## src/hdl/afd_pkg.sv

```systemverilog
// Package for the API frame deframer: sizes, state and status codes,
// register indexes and the controller/datapath interface structs. No dependencies.
`timescale 1ns / 1ps

package afd_pkg;

  localparam int MAX_BODY   = 32;
  localparam int ADDR_W     = $clog2(MAX_BODY);
  localparam int POS_W      = $clog2(MAX_BODY + 1);
  localparam int BYTE_POS_W = 6;
  localparam int CFG_IDX_W  = 1;

  typedef enum logic [2:0] {
    PH_HUNT,
    PH_LENHI,
    PH_LENLO,
    PH_BODY,
    PH_CKSUM,
    PH_EMIT
  } phase_t;

  typedef enum logic [1:0] {
    ST_BODY  = 2'd0,
    ST_ERROR = 2'd1,
    ST_EMPTY = 2'd2
  } status_t;

  localparam logic [CFG_IDX_W-1:0] CFG_START_BYTE = 1'b0;
  localparam logic [CFG_IDX_W-1:0] CFG_GOOD_SUM   = 1'b1;

  // controller -> datapath
  typedef struct packed {
    logic    take_len;
    logic    take_body;
    logic    load_single;
    status_t single_code;
    logic    start_emit;
    logic    emit;
  } afd_cmd_t;

  // datapath -> controller
  typedef struct packed {
    logic is_start;
    logic is_zero;
    logic len_ok;
    logic body_done;
    logic sum_good;
    logic count_nonzero;
    logic out_free;
    logic rd_last;
  } afd_stat_t;

endpackage

```

## src/hdl/afd_ctrl.sv

```systemverilog
// Frame controller: phase state machine, input stall and datapath commands.
// Depends on afd_pkg.
`timescale 1ns / 1ps

module afd_ctrl (
  input  logic               clk,
  input  logic               rst,
  input  logic               in_valid,
  output logic               in_stall,
  input  afd_pkg::afd_stat_t stat,
  output afd_pkg::afd_cmd_t  cmd
);

  afd_pkg::phase_t phase, phase_next;
  logic            acc;

  always_ff @(posedge clk) begin
    if (rst) begin
      phase <= afd_pkg::PH_HUNT;
    end else begin
      phase <= phase_next;
    end
  end

  always_comb begin
    phase_next      = phase;
    cmd             = '0;
    cmd.single_code = afd_pkg::ST_ERROR;
    in_stall        = 1'b0;
    acc             = 1'b0;
    unique case (phase)
      afd_pkg::PH_HUNT: begin
        acc = in_valid;
        if (acc && stat.is_start) begin
          phase_next = afd_pkg::PH_LENHI;
        end
      end
      afd_pkg::PH_LENHI: begin
        acc = in_valid;
        if (acc) begin
          phase_next = stat.is_zero ? afd_pkg::PH_LENLO : afd_pkg::PH_HUNT;
        end
      end
      afd_pkg::PH_LENLO: begin
        acc = in_valid;
        if (acc) begin
          if (!stat.len_ok) begin
            phase_next = afd_pkg::PH_HUNT;
          end else begin
            cmd.take_len = 1'b1;
            phase_next   = stat.is_zero ? afd_pkg::PH_CKSUM : afd_pkg::PH_BODY;
          end
        end
      end
      afd_pkg::PH_BODY: begin
        acc = in_valid;
        if (acc) begin
          cmd.take_body = 1'b1;
          if (stat.body_done) begin
            phase_next = afd_pkg::PH_CKSUM;
          end
        end
      end
      afd_pkg::PH_CKSUM: begin
        // hold the checksum word until the output register can take a result
        in_stall = !stat.out_free;
        acc      = in_valid && stat.out_free;
        if (acc) begin
          if (stat.sum_good && stat.count_nonzero) begin
            cmd.start_emit = 1'b1;
            phase_next     = afd_pkg::PH_EMIT;
          end else begin
            cmd.load_single = 1'b1;
            cmd.single_code = stat.sum_good ? afd_pkg::ST_EMPTY : afd_pkg::ST_ERROR;
            phase_next      = afd_pkg::PH_HUNT;
          end
        end
      end
      afd_pkg::PH_EMIT: begin
        in_stall = 1'b1;
        if (stat.out_free) begin
          cmd.emit = 1'b1;
          if (stat.rd_last) begin
            phase_next = afd_pkg::PH_HUNT;
          end
        end
      end
      default: begin
        phase_next = afd_pkg::PH_HUNT;
      end
    endcase
  end

endmodule

```

## src/hdl/afd_dpath.sv

```systemverilog
// Frame datapath: configuration registers, length/position counters, running
// sum, body store and output register. Depends on afd_pkg.
`timescale 1ns / 1ps

module afd_dpath (
  input  logic                                clk,
  input  logic                                rst,
  input  logic [7:0]                          rx_byte,
  input  logic                                cfg_valid,
  output logic                                cfg_ready,
  input  logic [afd_pkg::CFG_IDX_W-1:0]       cfg_index,
  input  logic [7:0]                          cfg_data,
  output logic                                out_valid,
  input  logic                                out_stall,
  output logic [1:0]                          status,
  output logic [7:0]                          body_byte,
  output logic [afd_pkg::BYTE_POS_W-1:0]      byte_pos,
  output logic                                last,
  input  afd_pkg::afd_cmd_t                   cmd,
  output afd_pkg::afd_stat_t                  stat
);

  logic [7:0]                  start_byte;
  logic [7:0]                  good_sum;
  logic [afd_pkg::POS_W-1:0]   body_count;
  logic [afd_pkg::POS_W-1:0]   body_pos;
  logic [afd_pkg::POS_W-1:0]   rd_pos;
  logic [afd_pkg::POS_W-1:0]   rd_pos_inc;
  logic [afd_pkg::POS_W-1:0]   body_pos_inc;
  logic [7:0]                  running_sum;
  logic [7:0]                  sum_next;
  logic [7:0]                  mem [afd_pkg::MAX_BODY];
  logic [7:0]                  rd_data;
  logic [afd_pkg::ADDR_W-1:0]  rd_addr;

  assign cfg_ready = 1'b1;

  always_ff @(posedge clk) begin
    if (rst) begin
      start_byte <= 8'd126;
      good_sum   <= 8'd255;
    end else if (cfg_valid) begin
      unique case (cfg_index)
        afd_pkg::CFG_START_BYTE: start_byte <= cfg_data;
        afd_pkg::CFG_GOOD_SUM:   good_sum   <= cfg_data;
        default: ;
      endcase
    end
  end

  assign sum_next     = running_sum + rx_byte;
  assign body_pos_inc = afd_pkg::POS_W'(body_pos + 1'b1);
  assign rd_pos_inc   = afd_pkg::POS_W'(rd_pos + 1'b1);

  always_comb begin
    stat.is_start      = (rx_byte == start_byte);
    stat.is_zero       = (rx_byte == 8'd0);
    stat.len_ok        = (rx_byte <= 8'(afd_pkg::MAX_BODY));
    stat.body_done     = (body_pos_inc >= body_count);
    stat.sum_good      = (sum_next == good_sum);
    stat.count_nonzero = (body_count != '0);
    stat.out_free      = !out_valid || !out_stall;
    stat.rd_last       = (rd_pos_inc == body_count);
  end

  always_ff @(posedge clk) begin
    if (rst) begin
      body_count  <= '0;
      body_pos    <= '0;
      running_sum <= '0;
      rd_pos      <= '0;
    end else begin
      if (cmd.take_len) begin
        body_count  <= afd_pkg::POS_W'(rx_byte);
        body_pos    <= '0;
        running_sum <= '0;
      end else if (cmd.take_body) begin
        body_pos    <= body_pos_inc;
        running_sum <= sum_next;
      end
      if (cmd.start_emit) begin
        rd_pos <= '0;
      end else if (cmd.emit) begin
        rd_pos <= rd_pos_inc;
      end
    end
  end

  // read one ahead so that a result can leave every cycle while the output is not stalled
  always_comb begin
    if (cmd.start_emit) begin
      rd_addr = '0;
    end else if (cmd.emit) begin
      rd_addr = rd_pos_inc[afd_pkg::ADDR_W-1:0];
    end else begin
      rd_addr = rd_pos[afd_pkg::ADDR_W-1:0];
    end
  end

  always_ff @(posedge clk) begin
    if (cmd.take_body) begin
      mem[body_pos[afd_pkg::ADDR_W-1:0]] <= rx_byte;
    end
    rd_data <= mem[rd_addr];
  end

  always_ff @(posedge clk) begin
    if (rst) begin
      out_valid <= 1'b0;
    end else if (cmd.load_single || cmd.emit) begin
      out_valid <= 1'b1;
    end else if (!out_stall) begin
      out_valid <= 1'b0;
    end
  end

  always_ff @(posedge clk) begin
    if (cmd.load_single) begin
      status    <= cmd.single_code;
      body_byte <= '0;
      byte_pos  <= '0;
      last      <= 1'b1;
    end else if (cmd.emit) begin
      status    <= afd_pkg::ST_BODY;
      body_byte <= rd_data;
      byte_pos  <= afd_pkg::BYTE_POS_W'(rd_pos);
      last      <= stat.rd_last;
    end
  end

endmodule

```

## src/hdl/api_frame_deframer.sv

```systemverilog
// API frame deframer top level: joins the frame controller and the datapath.
// Depends on afd_pkg, afd_ctrl and afd_dpath.
`timescale 1ns / 1ps

// Takes received serial bytes one word per cycle and pulls out frames of the
// form START, LEN_HI, LEN_LO, body, CHECKSUM. A frame opens on the configured
// start byte; a nonzero LEN_HI or a LEN_LO above 32 drops it and hunting
// resumes. Body words are held in a 32-entry store and summed modulo 256; the
// checksum word is added and the total compared with good_sum. A good frame
// is played out as one result per body word (status 0, byte and position,
// last on the final one); a good empty frame gives one status 2 result and a
// bad sum one status 1 result. Every word is taken without a stall, except the
// checksum word, which waits for a free output register. After a good
// nonempty checksum the input stalls while the body plays out: one result per
// cycle once the first store read has landed, while the output side does not
// stall; the single read port of the body store sets
// that pace. Configuration writes are always ready and take effect at once;
// write them only while no frame is in progress. The store needs no clearing
// after reset.
module api_frame_deframer (
  input  logic                           clk,
  input  logic                           rst,
  // received words
  input  logic                           in_valid,
  output logic                           in_stall,
  input  logic [7:0]                     rx_byte,
  // results
  output logic                           out_valid,
  input  logic                           out_stall,
  output logic [1:0]                     status,
  output logic [7:0]                     body_byte,
  output logic [afd_pkg::BYTE_POS_W-1:0] byte_pos,
  output logic                           last,
  // configuration writes
  input  logic                           cfg_valid,
  output logic                           cfg_ready,
  input  logic [afd_pkg::CFG_IDX_W-1:0]  cfg_index,
  input  logic [7:0]                     cfg_data
);

  afd_pkg::afd_cmd_t  cmd;
  afd_pkg::afd_stat_t stat;

  // phase tracking and sequencing of the readout
  afd_ctrl u_ctrl (
    .clk      (clk),
    .rst      (rst),
    .in_valid (in_valid),
    .in_stall (in_stall),
    .stat     (stat),
    .cmd      (cmd)
  );

  // storage, sum, counters and the output register
  afd_dpath u_dpath (
    .clk       (clk),
    .rst       (rst),
    .rx_byte   (rx_byte),
    .cfg_valid (cfg_valid),
    .cfg_ready (cfg_ready),
    .cfg_index (cfg_index),
    .cfg_data  (cfg_data),
    .out_valid (out_valid),
    .out_stall (out_stall),
    .status    (status),
    .body_byte (body_byte),
    .byte_pos  (byte_pos),
    .last      (last),
    .cmd       (cmd),
    .stat      (stat)
  );

endmodule

```

## config.mk

```make
export PLATFORM = sky130hd
export DESIGN_NAME = api_frame_deframer
export DESIGN_NICKNAME = d
export VERILOG_FILES = /design/src/hdl/afd_pkg.sv /design/src/hdl/afd_ctrl.sv /design/src/hdl/afd_dpath.sv /design/src/hdl/api_frame_deframer.sv
export SDC_FILE = /design/constraint.sdc
export NUM_CORES = 1
export LEC_CHECK = 0
export BUFFER_PORTS_ARGS = -buffer_cell sky130_fd_sc_hd__buf_4
export CAP_MARGIN = 15
export CORE_MARGIN = 2
export CORE_UTILIZATION = 40
export CTS_CLUSTER_SIZE = 16
export DETAILED_ROUTE_END_ITERATION = 6
export PLACE_DENSITY = 0.66
export REMOVE_ABC_BUFFERS = 1
export SKIP_CTS_REPAIR_TIMING = 1
export SLEW_MARGIN = 10
export SYNTH_ARGS = -nofsm -noshare
export SYNTH_HDL_FRONTEND = slang
export SYNTH_SLANG_ARGS = --single-unit
export TNS_END_PERCENT = 50
```

## constraint.sdc

```tcl
create_clock -name clk -period 3.2 [get_ports clk]
set_input_delay 0.48 -clock clk [delete_from_list [all_inputs] [get_ports clk]]
set_output_delay 0.48 -clock clk [all_outputs]
set_load 0.01 [all_outputs]
```

# After elaboration in Yosys (flattened, before gate mapping)
# Memory sizes are Yosys's and may differ from the RTL's. A register that Yosys moved wholly into a read port is not among the register bits.
# Cells that the tools add are included.
# classes
add_sub_neg,3
magnitude_cmp,2
n_eq_ne,17
muxes,34
n_bitwise,1
n_reduce_logical,17
# op_table
cell,count
two-way mux 3 bit,12
one-hot mux 3 bit (6 select lines),1
equality test 8 bit,2
"adder 6 x 1 -> 6 bit, second input constant",2
two-way mux 1 bit,12
two-way mux 5 bit,2
"inequality test 2 bit, second input constant",5
adder 8 bit,1
"<= comparator 8 x 6 -> 1 bit, second input constant",1
zero test 8 bit,1
two-way mux 2 bit,4
two-way mux 4 bit,2
"inequality test 2 x 1 -> 1 bit, second input constant",4
AND reduction 8 bit,1
"equality test 3 x 2 -> 1 bit, second input constant",2
"equality test 3 bit, second input constant",2
equality test 6 bit,1
greater-or-equal comparator 6 bit,1
nonzero test 6 bit,1
AND reduction 2 bit,2
OR reduction 2 bit,2
"equality test 3 x 1 -> 1 bit, second input constant",1
logical AND 1 bit,3
zero test 1 bit,3
other kinds (5),6
# word_totals
ff_bits,63
mem_bits_rw,256
in_bits,22
out_inout_bits,20
word_cells,87
mem_count,1
# mem_list
memory,words,width,read_ports,rd_ports_with_merged_regs,wr,line,source
u_dpath.mem,32,8,1,1,1,afd_dpath.sv:32,logic [7:0] mem [afd_pkg::MAX_BODY];

# Depth between registers and ports, before layout
# Gate-level depths: netlist of the first run.
# depth
ltp_word,8
mapped_depth,11
ltp_nobuf,10

# Modules after synthesis
# A second synthesis of the first run with hierarchy kept.
# unflattened
hier_cells,1424
hier_area_um2,15497.4
# by_module_without_submodules
module,n_inst,cells_each,area_each_um2,seq_area_each_um2
afd_dpath,1,1379,15185.8,9068.7
afd_ctrl,1,45,311.5,60.1

# Least setup slack after synthesis of the first run
# Ideal clock, no wire load.
# synth_path
path_kind,input-to-reg
startpoint,input port rx_byte[0]
endpoint,"register u_dpath.rd_data[0], read port of u_dpath.mem"
setup_ns,0.079
t_arrival_ns,2.620
required_ns,3.121
setup_slack_ns,0.500
stages,11
n_path_buf,1
path_cell_list,ha_1 > fa_1 > xnor2_1 > xnor2_1 > nor4_1 > o211a_1 > nand2_1 > buf_2 > o211ai_2 > o32ai_1 > a22oi_1
# synth_between
elab_chain_len,7
# synth_rtl
element,line,source
"start, declared",api_frame_deframer.sv:26,"input logic [7:0] rx_byte,"
adder 8 bit,afd_dpath.sv:51,assign sum_next = running_sum + rx_byte;
equality test 8 bit,afd_dpath.sv:60,stat.sum_good = (sum_next == good_sum);
logical AND 1 bit,afd_ctrl.sv:69,if (stat.sum_good && stat.count_nonzero) begin
two-way mux 1 bit,afd_ctrl.sv:69,
two-way mux 4 bit,afd_ctrl.sv:68,if (acc) begin
two-way mux 4 bit,afd_ctrl.sv:31,unique case (phase)
two-way mux 5 bit,afd_dpath.sv:91,if (cmd.start_emit) begin
"end, declared",afd_dpath.sv:33,logic [7:0] rd_data;
# Every way passes these cells.
# A chain may end at the register's enable or synchronous reset.

# Worst setup path after layout of the first run
# layout_path
startpoint,register u_dpath.body_pos[0] (netlist bit)
endpoint,register u_ctrl.phase[1]
# layout_between
elab_chain_len,4
# layout_rtl
element,line,source
"start, declared",afd_dpath.sv:26,logic [afd_pkg::POS_W-1:0] body_pos;
"start signal, assigned",afd_dpath.sv:78,body_pos <= body_pos_inc;
adder 6 x 1 -> 6 bit,afd_dpath.sv:52,assign body_pos_inc = afd_pkg::POS_W'(body_pos + 1'b1);
named net u_dpath.body_pos_inc (one bit),afd_dpath.sv:29,logic [afd_pkg::POS_W-1:0] body_pos_inc;
greater-or-equal comparator 6 bit,afd_dpath.sv:59,stat.body_done = (body_pos_inc >= body_count);
inequality test 2 bit (no line),-,
AND reduction 8 bit (no line),-,
"end signal, assigned",afd_ctrl.sv:19,phase <= afd_pkg::PH_HUNT;
"end signal, assigned",afd_ctrl.sv:21,phase <= phase_next;
"end, declared",afd_ctrl.sv:14,"afd_pkg::phase_t phase, phase_next;"
# The timed path passes the listed nets, and every way through them passes these cells.

==> results of run 1 <==
[synthesized netlist by cell type (all sizes together), types with 10 or more instances]
cell type  number  area [um^2]
a211o          11         96.3
a21oi          47          243
a22oi          14          105
and3           17          106
buf            33          228
clkbuf         23         86.3
dfxtp          69         1380
edfxtp        258         7750
ha             18          225
inv            19         71.3
mux2i          32          320
mux4           41          923
nand2         104          395
nand3          22          115
nand3b         10         87.6
nand4          13         81.3
nor2           82          329
nor3           17         95.1
o211ai         24          185
o21ai          13         65.1
or3            12         75.1
xnor2          30          289
xor2           13          121
[power by group]
group	switching, W	leakage (nW)	internal [W]	total [W]
sequential	0.0000110	2.88	0.00459	0.00460
clock	0.00157	0.554	0.00238	0.00395
combinational	0.000149	2.09	0.0000775	0.000226
[sequential cells by signal, summed over array words and instances, names as in the netlist]
name                 cells
u_dpath.body_byte        8
u_dpath.rd_pos           6
u_dpath.good_sum         8
u_dpath.running_sum      8
u_dpath.byte_pos         6
u_dpath.last             1
u_ctrl.phase             3
u_dpath.out_valid        1
u_dpath.body_pos         6
u_dpath.body_count       6
u_dpath.rd_data          8
u_dpath.start_byte       8
u_dpath.mem            256
u_dpath.status           2
[per-layer routing]
metal | track usage | share of wire
met2 | 0.324 | 0.48
met3 | 0.0342 | 0.066
met1 | 0.262 | 0.43
met5 | 0 | 0
met4 | 0.0558 | 0.024
[kinds of logic (layout without fill, tap and decap cells)]
| kind of cell | after synthesis | count (layout) | synth area share |
|---|---|---|---|
| DFF | 327 | 327 | 0.643 |
| and+or+nand+nor | 311 | 311 | 0.107 |
| AOI/OAI and AO/OA | 167 | 167 | 0.0842 |
| muxes | 80 | 80 | 0.0931 |
| buffers and inverters | 75 | 173 | 0.0271 |
| xor gates and xnor gates | 43 | 43 | 0.0289 |
| adders and majority gates | 19 | 19 | 0.0173 |
| other | 1 | 1 | 0.000264 |
[metrics by stage]
stage	area [um^2]	setup TNS, ps
2_1_floorplan	13900	-4460
3_3_place_gp	15300	0
3_5_place_dp	15300	-80.9
4_1_cts	16400	0
5_1_grt	16400	0
6_report	16400	0
[worst max-delay path, stage by stage (launching register included)]
cell	delay [ps]
dfxtp_1	470
inv_1	130
ha_1	370
ha_1	310
a21o_1	150
a21o_1	160
a21o_1	170
a21o_1	180
a2111oi_2	560
o21ai_0	160
a31oi_1	170
[cells in the final DEF (no fill, tap or decap), drive strengths merged, types with 10 or more instances in the layout]
| cell | n |
|---|---|
| a211o | 11 |
| a21oi | 47 |
| a22oi | 14 |
| and3 | 17 |
| buf | 93 |
| clkbuf | 47 |
| clkinv | 11 |
| dfxtp | 69 |
| edfxtp | 258 |
| ha | 18 |
| inv | 19 |
| mux2i | 32 |
| mux4 | 41 |
| nand2 | 104 |
| nand3 | 22 |
| nand3b | 10 |
| nand4 | 13 |
| nor2 | 82 |
| nor3 | 17 |
| o211ai | 24 |
| o21ai | 13 |
| or3 | 12 |
| xnor2 | 30 |
| xor2 | 13 |
[how the worst min path moves through the flow]
stage                                           start                                  to  slack, ps  cells past startpoint
floorplan                  u_dpath.rd_data[0]$_DFF_P_   u_dpath.body_byte[0]$_SDFFE_PP0P_        420                      2
global placement    u_dpath.body_byte[2]$_SDFFE_PP0P_   u_dpath.body_byte[2]$_SDFFE_PP0P_        440                      2
detailed placement   u_dpath.byte_pos[0]$_SDFFE_PP0P_    u_dpath.byte_pos[0]$_SDFFE_PP0P_        450                      2
CTS                                       cfg_data[5]  u_dpath.start_byte[5]$_SDFFE_PP1P_        180                      3
global route                              cfg_data[4]  u_dpath.start_byte[4]$_SDFFE_PP1P_        190                      3
finish                                    cfg_data[4]  u_dpath.start_byte[4]$_SDFFE_PP1P_        190                      3
[final cells by class]
cell class                      count  area share
Timing Repair Buffer               93      0.0494
Inverter                           19     0.00435
Clock buffer                       47      0.0596
Sequential cell                   327       0.556
Multi-Input combinational cell    621       0.287
Tap cell                          461      0.0351
Clock inverter                     14     0.00846
==> flow_summary.yaml, run 1 <==
global_route:
  grt_use_total: 0.195
  antenna_found_initial: 0
  first_global_vias: 8637
  grt_max_degree: 41
  grt_first_pass_wirelength_um: 53100
  globalRouteOverflowTotal: 0
placed_design:
  buffer_ports.inserted: 40
  placed_cells: 1521
  hpwl_um: 23500
  gp_congestion: 0.892
  pre_cts_ws_ps: -35.2
layout:
  regArea_mm2: 0.00913
  n_fill_cell: 3077
  final_layout_size_suffix_gt1_frac: 0.194
  nets: 1137
  diodes: 0
  multi_input_area_mm2: 0.00471
  syn_to_final_growth_pct: 15.5
  utilization: 0.465
  fin_cells: 1582
cts:
  cts_made_buffers: 34
  clkSlewWorstSetupHoldPaths_ps: 60
  cts-htree-levels: 2
  cts_buffer_depth: 3
  insertion_delay_ps: 510
  cts_tree: "yes"
  root_buffer: "clkbuf_16"
  cts.sinks: 327
min_path:
  hold_class: "in -> reg"
setup_path:
  r2r-end: "u_ctrl.phase[1]$_SDFFE_PP0P_"
  r2r-start: "u_dpath.body_pos[0]$_SDFFE_PP0P_"
  path_class: "reg -> reg"
  crit_start: "u_dpath.body_pos[0]$_SDFFE_PP0P_"
  cp-start-kind: "register"
  cp.required_ps: 3640
  endpoint: "u_ctrl.phase[1]$_SDFFE_PP0P_"
  crit_fanout: 7
  worst_ep_arrival_time_ps: 3340
  endpoint_kind: "register"
  rrSetupSlack_ps: 300
  reg2reg_depth: 10
run:
  maxCapViolations: 0
synth:
  yosysWarningCount: 0
  syn_inst: 1023
  ys_async_sr_fraction: 0
  ys.flop_type: "edfxtp_1"
  ys_ff_latch: 327
  synth.distinct_cells: 74
  ys_seq_area_frac: 0.643
  synth_area_mm2: 0.0142
  synth-edff-count: 258
  syn_avg_cell_area_um2: 13.9
drt:
  wl_um: 35400
  postRouteAntennaNets: 0
  via_count: 8786
  firstDrtPassIters: 4
  wl_per_cell_um: 22.4
  drt_iter0_markers: 771
  drc: 0
  viasPerCell: 5.55
timing:
  layout_min_cycle_time_ps: 2900
  worst_pin_slew_ps: 860
  hold_ws_ps: 193
  slew_viol_final: 0
  fmax_ghz: 0.344
  slew_headroom: 0.425
  hold_viol: 0
  finClkSkew_ps: 8.43
  rsz0062_at_grt: "no"
  setup_ws_ps: 297
  finalCritPeriodShare: 0.907
  setup_viol: 0
die:
  die_h_um: 192
  core_region_area_mm2: 0.0353
  num_io_pins: 42
  start_util: 0.402
  fp.dieArea_mm2: 0.0370
  num_rows: 69
  dieWidth_um: 192
power_and_ir_drop:
  p_total_w: 0.00878
  vdd_drop_max_uv: 349
  power_density_mw_per_mm2: 535
  leakagePower_nw: 5.52
run_status:
  status: "completed"
Note: power is estimated with default switching activity, not from simulation.
==> run 2, diff against run 1 <==
--- a/config.mk
+++ b/config.mk
@@ -7,6 +7,7 @@
 export LEC_CHECK = 0
 export BUFFER_PORTS_ARGS = -buffer_cell sky130_fd_sc_hd__buf_4
 export CAP_MARGIN = 15
+export CORE_ASPECT_RATIO = 1.25
 export CORE_MARGIN = 2
 export CORE_UTILIZATION = 40
 export CTS_CLUSTER_SIZE = 16
==> run 2 against run 1 <==
Against the previous run: critical path depth stayed put; sequential share of layout area is 0.19 points higher; die area hardly changed; first-iteration DRC count is 4.2% higher; sequential cell count stayed put; largest cell class unchanged; register-to-register slack better by 30 ps; via count is 0.41% lower; global-route usage hardly changed; utilization hardly changed; clock skew is 11 ps higher; routed wire length is 1.5% higher.
==> flow_summary.yaml, run 2 (synthesis gave the netlist of run 1 again) <==
run_status:
  status: "completed"
cts:
  clkSlewWorstSetupHoldPaths_ps: 70
  cts_made_buffers: 31
  root_buffer: "clkbuf_16"
  cts_tree: "yes"
  cts-htree-levels: 1
  insertion_delay_ps: 590
  cts_buffer_depth: 3
  cts.sinks: 327
layout:
  diodes: 0
  layout_common_cells: "258 x edfxtp_1, 101 x nand2_1, 98 x buf_4, 79 x nor2_1, 69 x dfxtp_1"
  regArea_mm2: 0.00913
  fin_cells: 1603
  n_fill_cell: 3080
  syn_to_final_growth_pct: 15.1
  multi_input_area_mm2: 0.00471
  largest_reg_flops: 256
  nets: 1145
  final_common_cell: "edfxtp_1"
  final_layout_size_suffix_gt1_frac: 0.198
timing:
  slew_viol_final: 0
  slew_headroom: 0.414
  fmax_ghz: 0.348
  finalCritPeriodShare: 0.899
  finClkSkew_ps: 19.6
  rsz0062_at_grt: "no"
  layout_min_cycle_time_ps: 2880
  hold_viol: 0
  fin_setup_tns_ps: 0
  setup_viol: 0
  worst_pin_slew_ps: 876
drt:
  wl_per_cell_um: 22.4
  wl_um: 35900
  viasPerCell: 5.46
  postRouteAntennaNets: 0
  drc: 0
  drt_iter0_markers: 803
  firstDrtPassIters: 5
  via_count: 8750
power_and_ir_drop:
  power_density_mw_per_mm2: 516
  vdd_drop_max_uv: 432
  leakagePower_nw: 5.49
die:
  fp.dieArea_mm2: 0.0370
  dieWidth_um: 173
  core_region_area_mm2: 0.0352
  num_io_pins: 42
  die_h_um: 215
  start_util: 0.404
  num_rows: 77
placed_design:
  gp_congestion: 0.956
  placed_cells: 1545
  buffer_ports.inserted: 40
  hpwl_um: 24700
min_path:
  hold_class: "in -> reg"
setup_path:
  slowest_delay_ps: 410
  cp.required_ps: 3710
  path_class: "reg -> reg"
  crit_buf_inv: 0
  endpoint_kind: "register"
  worst_ep_arrival_time_ps: 3380
  cp-start-kind: "register"
  crit_slowest_cell: "fa_1"
  crit_fanout: 7
  path_delay_family: "compound AO/OA/AOI/OAI gates"
  crit_path_cell_trace: "ha_1, fa_1, xnor2_1, xnor2_1, nor4_1, o211a_1, nand2_1, o211ai_2, o32ai_1, a22oi_1"
  crit_top_cell: "xnor2_1"
global_route:
  grt_first_pass_wirelength_um: 54400
  antenna_found_initial: 0
  grt_max_degree: 40
  first_global_vias: 8884
  globalRouteOverflowTotal: 0
  grt_use_total: 0.194
run:
  maxCapViolations: 0
-- run 2: power breakdown --
part / total [W] / switching (W) / internal [W] / leakage, nW
Clock: 0.00362 / 0.00158 / 0.00204 / 0.484
Combinational: 0.000227 / 0.000150 / 0.0000767 / 2.13
Sequential: 0.00460 / 0.0000113 / 0.00459 / 2.88
Total: 0.00845 / 0.00175 / 0.00670 / 5.49
-- run 2: area by class of cell --
cell class / instances / share of cell area
Clock buffer: 39 / 0.0493
Clock inverter: 19 / 0.0116
Inverter: 19 / 0.00436
Multi-Input combinational cell: 621 / 0.288
Sequential cell: 327 / 0.558
Tap cell: 474 / 0.0363
Timing Repair Buffer: 104 / 0.0523
-- run 2: layer usage --
layer  vias up  wire, um  GRT usage
met5         -         0          0
met4         0      1410     0.0801
met3        63      1780     0.0241
met2       297     18300      0.341
met1      4328     14400      0.244
li1       4062         -          -
-- run 2: worst register-to-register path: stages (launching register included) --
cell and delay (ps):
dfxtp_1 310, ha_1 210, fa_1 410, xnor2_1 250, xnor2_1 100, nor4_1 270, o211a_1 230, nand2_1 210
o211ai_2 410, o32ai_1 200, a22oi_1 200
-- run 2: worst paths after layout --
kind	endpoint	depth (start not counted)	from	slack [ps]
worst max-delay path	u_dpath.rd_data[7]$_DFF_P_	10	u_dpath.running_sum[0]$_SDFFE_PP0P_	320
worst min-delay path	u_dpath.start_byte[5]$_SDFFE_PP1P_	3	cfg_data[5]	120
worst max register to register	u_dpath.rd_data[7]$_DFF_P_	10	u_dpath.running_sum[0]$_SDFFE_PP0P_	320
worst min register to register	u_dpath.body_byte[6]$_SDFFE_PP0P_	2	u_dpath.body_byte[6]$_SDFFE_PP0P_	450
-- run 2: through the flow --
stage	util	setup slack (ps)	total power, W	hold slack [ps]	cell area (um^2)
after floorplan	-	-563	0.00477	417	13900
after global placement	0.437	-67.3	0.00491	445	15400
after detailed placement	0.437	-25.5	0.00492	447	15400
after CTS	0.465	299	0.00850	114	16300
after global routing	0.465	8.80	0.00868	131	16400
final	0.465	324	0.00845	124	16400
